File: src/rtl/mbq_pkg.sv
package mbq_pkg;
    localparam int SECTIONS  = 4;
    localparam int CHANNELS  = 8;
    localparam int NREGS     = 8;
    localparam int COEF_W    = 20;
    localparam int FRAC      = 17;
    localparam int STATE_W   = 40;
    localparam int SAMPLE_W  = 24;
    localparam int CH_W      = 3;
    localparam int SEC_W     = 2;
    localparam int IDX_W     = 3;
    localparam int CFG_W     = 60;
    localparam int ADDR_W    = 5;
    localparam int DEPTH     = 32;
    localparam int PROD_W    = 62;
    localparam int ACC_W     = 64;

    typedef enum logic [2:0] {
        ST_IDLE,
        ST_READ,
        ST_MUL_Y,
        ST_SAT_Y,
        ST_MUL_Z,
        ST_WRITE,
        ST_OUT
    } t_state;

    typedef struct packed {
        logic             load;
        logic             rd;
        logic             mul_y;
        logic             take_y;
        logic             mul_z;
        logic             wr;
        logic [SEC_W-1:0] sec;
    } t_cmd;

    function automatic logic signed [STATE_W-1:0] round_sat(
        input logic signed [ACC_W-1:0] acc
    );
        logic signed [ACC_W-1:0] r;
        logic signed [ACC_W-1:0] s;
        r = acc + (ACC_W'(1) <<< (FRAC - 1));
        s = r >>> FRAC;
        if (s > ACC_W'(64'sh7F_FFFF_FFFF))
            return {1'b0, {(STATE_W-1){1'b1}}};
        else if (s < -ACC_W'(64'sh80_0000_0000))
            return {1'b1, {(STATE_W-1){1'b0}}};
        return s[STATE_W-1:0];
    endfunction
endpackage

File: src/rtl/mbq_ctrl.sv
module mbq_ctrl (
    input  logic                   i_clk,
    input  logic                   i_rst_n,
    input  logic                   i_in_valid,
    input  logic [mbq_pkg::CH_W-1:0] i_channel,
    input  logic                   i_out_ready,
    output logic                   o_in_ready,
    output logic                   o_out_valid,
    output mbq_pkg::t_cmd          o_cmd
);
    import mbq_pkg::*;

    t_state r_state, n_state;
    logic [SEC_W-1:0] r_sec, n_sec;
    logic r_out_valid, n_out_valid;
    logic r_active, n_active;

    // next state
    always_comb begin
        n_state = r_state;
        n_sec = r_sec;
        n_active = r_active;
        unique case (r_state)
            ST_IDLE: begin
                if (i_in_valid && (!r_out_valid || i_out_ready)) begin
                    n_sec = '0;
                    n_active = (32'(i_channel) < CHANNELS);
                    n_state = n_active ? ST_READ : ST_OUT;
                end
            end
            ST_READ:  n_state = ST_MUL_Y;
            ST_MUL_Y: n_state = ST_SAT_Y;
            ST_SAT_Y: n_state = ST_MUL_Z;
            ST_MUL_Z: n_state = ST_WRITE;
            ST_WRITE: begin
                if (32'(r_sec) == SECTIONS - 1) begin
                    n_state = ST_OUT;
                end else begin
                    n_sec = r_sec + 1'b1;
                    n_state = ST_READ;
                end
            end
            ST_OUT:   n_state = ST_IDLE;
            default:  n_state = ST_IDLE;
        endcase
    end

    always_comb begin
        n_out_valid = r_out_valid;
        if (r_out_valid && i_out_ready) n_out_valid = 1'b0;
        if (r_state == ST_OUT) n_out_valid = 1'b1;
    end

    // outputs
    always_comb begin
        o_cmd = '0;
        o_cmd.sec = r_sec;
        o_in_ready = 1'b0;
        unique case (r_state)
            ST_IDLE: begin
                o_in_ready = !r_out_valid || i_out_ready;
                o_cmd.load = i_in_valid && o_in_ready;
            end
            ST_READ:  o_cmd.rd = 1'b1;
            ST_MUL_Y: o_cmd.mul_y = 1'b1;
            ST_SAT_Y: o_cmd.take_y = 1'b1;
            ST_MUL_Z: o_cmd.mul_z = 1'b1;
            ST_WRITE: o_cmd.wr = r_active;
            ST_OUT:   ;
            default:  ;
        endcase
    end

    assign o_out_valid = r_out_valid;

    always_ff @(posedge i_clk) begin
        if (!i_rst_n) begin
            r_state <= ST_IDLE;
            r_sec <= '0;
            r_out_valid <= 1'b0;
            r_active <= 1'b0;
        end else begin
            r_state <= n_state;
            r_sec <= n_sec;
            r_out_valid <= n_out_valid;
            r_active <= n_active;
        end
    end
endmodule

File: config.mk
export PLATFORM = sky130hd
export DESIGN_NAME = mbq_ctrl
export DESIGN_NICKNAME = d
export VERILOG_FILES = /design/src/rtl/mbq_pkg.sv /design/src/rtl/mbq_ctrl.sv
export SDC_FILE = /design/constraint.sdc
export NUM_CORES = 1
export LEC_CHECK = 0
export ABC_AREA = 1
export BUFFER_PORTS_ARGS = -buffer_cell sky130_fd_sc_hd__buf_2
export CORE_AREA = 3 3 40 42
export DETAILED_ROUTE_END_ITERATION = 10
export DIE_AREA = 0 0 43 45
export PLACE_DENSITY_LB_ADDON = 0.3
export SLEW_MARGIN = 20
export SYNTH_ARGS = -nofsm -noshare
export SYNTH_HDL_FRONTEND = slang
export SYNTH_SLANG_ARGS = --single-unit
export TNS_END_PERCENT = 50
File: constraint.sdc
create_clock -name i_clk -period 1.2 [get_ports i_clk]
set_input_delay 0.12 -clock i_clk [delete_from_list [all_inputs] [get_ports i_clk]]
set_output_delay 0.12 -clock i_clk [all_outputs]
set_load 0.1 [all_outputs]
==> run metrics <==
status finished, violations left; failing checks negative setup slack; placed insts between 90 and 100; initial cell density of the core 0.327; DR WL/cell approximately 12 µm; Final Slew Violations 0; grt total ovfl 0; critical path's largest stage delay between 300 and 400 ps; Yosys cell types 19; Worst-Margin Slew 215 ps; FP Rows 13; die height 45 µm; die footprint 1940 µm²; max-capacitance violation count 0; Hold Vio Cnt, Final 0; PortBufs 13; Netlist Area Pre-Place approximately 420 µm²; Hold Slack around 90 ps; crit path cell chain buf_4 -> nor3_4 -> buf_12; DR pass1 iterations 4; Seq/Total Area, Yosys 0.333; Tmin final ~1400 ps; 1st-iter DRT viols 23; Yosys top cell area share 0.333; Ant. Diodes 0; share of layout cells above drive strength 1 0.648; Critical Path RT between 1000 and 1500 ps; CP endpoint kind output port; IO Pins 17; Hold-fix buffers, CTS 0; Hold WC Path Type primary input to register; Max VDD drop ~0.9 mV; Yosys reg bits 7; TritonCTS Sinks 7; Final Non-Filler Cells just over 100; most frequent cells in the layout buf_12 (11), buf_4 (10), nor2_1 (9); Yosys top cell by area dfxtp_1; Area Overhead vs Synth 111%; Syn Nets approximately 70; nets 97; Pwr Density roughly 1500 nW/µm²; Reg clk slew, reported paths approximately 60 ps; Leak Pwr between 0.3 and 0.4 nW; Skew-Pair Late Insertion Delay between 200 and 300 ps; syn avg cell area around 7 µm²; CP startpoint kind register; GRT Util Overall 0.156; Worst Setup Path Type register to output port; maximum root-to-sink buffer count 2; routed wire length approximately 1200 µm; H-Tree Level Count 1; routed vias 503; RSZ-0062 raised after global routing yes; crit path DAT 1240 ps; DRC Markers 0; Post-Synthesis Cells 60; final worst setup slack -164 ps; Tcrit/Tclk final 1.14; DIE WIDTH approximately 43 µm; Ys Warns 0; Worst Path Max Fanout 4; Slew headroom 0.856; initial antenna violation count 0; CTS Buf Count 3; Layout Skew about 5.0 ps; RD Place Congestion 0.852; first-pass GRT wire length about 2200 µm; CTS tree built; dpl hpwl 934 µm; commonest non-fill, non-tap cell in the layout buf_12; pre-CTS setup slack -18.7 ps; largest net degree at the start of global routing 7; core area roughly 1300 µm²; Tot Pwr 1.30 mW; fmax ~730 MHz; synth top area cells dfxtp_1 (33%), nor2_1 (11%), nand2_1 (8.0%); Final Setup Violations 7; Slowest cell on crit path dfxtp_4; vias in the first global route 495; DRT antenna net count 0; Vias/cell roughly 5; cell at the root of the clock tree clkbuf_4
==> cell families after synthesis <==
family	after synthesis	synth area share
simple gates	38	0.479
fa+ha+maj	1	0.0298
compound gates	5	0.0685
flops	7	0.333
buf+inv	9	0.0893
==> cell type report <==
cell class | instances | area, µm²
inverter | 8 | 41.3
fill | 101 | 397
timing repair buffer | 25 | 322
clock buffer | 4 | 26.3
sequential | 7 | 158
tap | 15 | 18.8
multi-input combinational | 44 | 323
==> path summary, 6_finish.rpt <==
kind / from / end / slack [ps] / cells past startpoint
setup reg to reg: r_sec[0]$_SDFFE_PN0P_ / r_sec[1]$_SDFFE_PN0P_ / 70 / 6
hold reg to reg: r_active$_SDFFE_PN0P_ / r_active$_SDFFE_PN0P_ / 520 / 2
hold / removal: i_rst_n / r_sec[0]$_SDFFE_PN0P_ / 90 / 3
setup / recovery: r_state[0]$_SDFFE_PN0P_ / o_cmd[5] / -160 / 3
==> power breakdown <==
group	internal [mW]	switching (mW)
clock	0.128	0.101
combinational	0.297	0.478
sequential	0.262	0.0370
total	0.687	0.616
==> state kept, by name, summed over array words and instances, names as in the netlist <==
register and cells:
r_state 3, r_sec 2, o_out_valid 1, r_active 1
==> critical path, delay by kind of cell, from the launching register on <==
kind / cells / cell delay (ps)
buffers and inverters: 2 / 370
AND/OR/NAND/NOR: 1 / 250
flip-flops: 1 / 360
==> routing by layer <==
| metal | track usage | share of wire |
|---|---|---|
| met4 | 0.0904 | 0.026 |
| met3 | 0.0398 | 0.068 |
| met2 | 0.272 | 0.51 |
| met1 | 0.173 | 0.40 |
| met5 | 0 | 0 |
==> stage by stage <==
stage / utilization / instance area, µm² / TNS, ps
after global routing: 0.691 / 888 / -1270
after CTS: 0.679 / 872 / -981
final: 0.691 / 888 / -938
after detailed placement: 0.609 / 782 / -20.9
after floorplan: - / 502 / -1950
after global placement: 0.609 / 782 / 0
==> what timing repair did <==
action                                  in CTS  in global routing
setup buffers                                6                  0
hold endpoints to repair                     0                  0
gates resized for setup                      7                  3
endpoints found under the setup margin       7                  9
pin swaps                                    3                  5
==> cell usage after synthesis, drive strengths merged <==
master / count
a21boi: 1
nor3: 4
nor3b: 2
a21oi: 3
nand4: 4
ha: 1
o22ai: 1
buf: 1
nand2: 12
nand3: 2
nor2: 14
dfxtp: 7
inv: 8
Note: power is estimated with default switching activity, not from simulation.
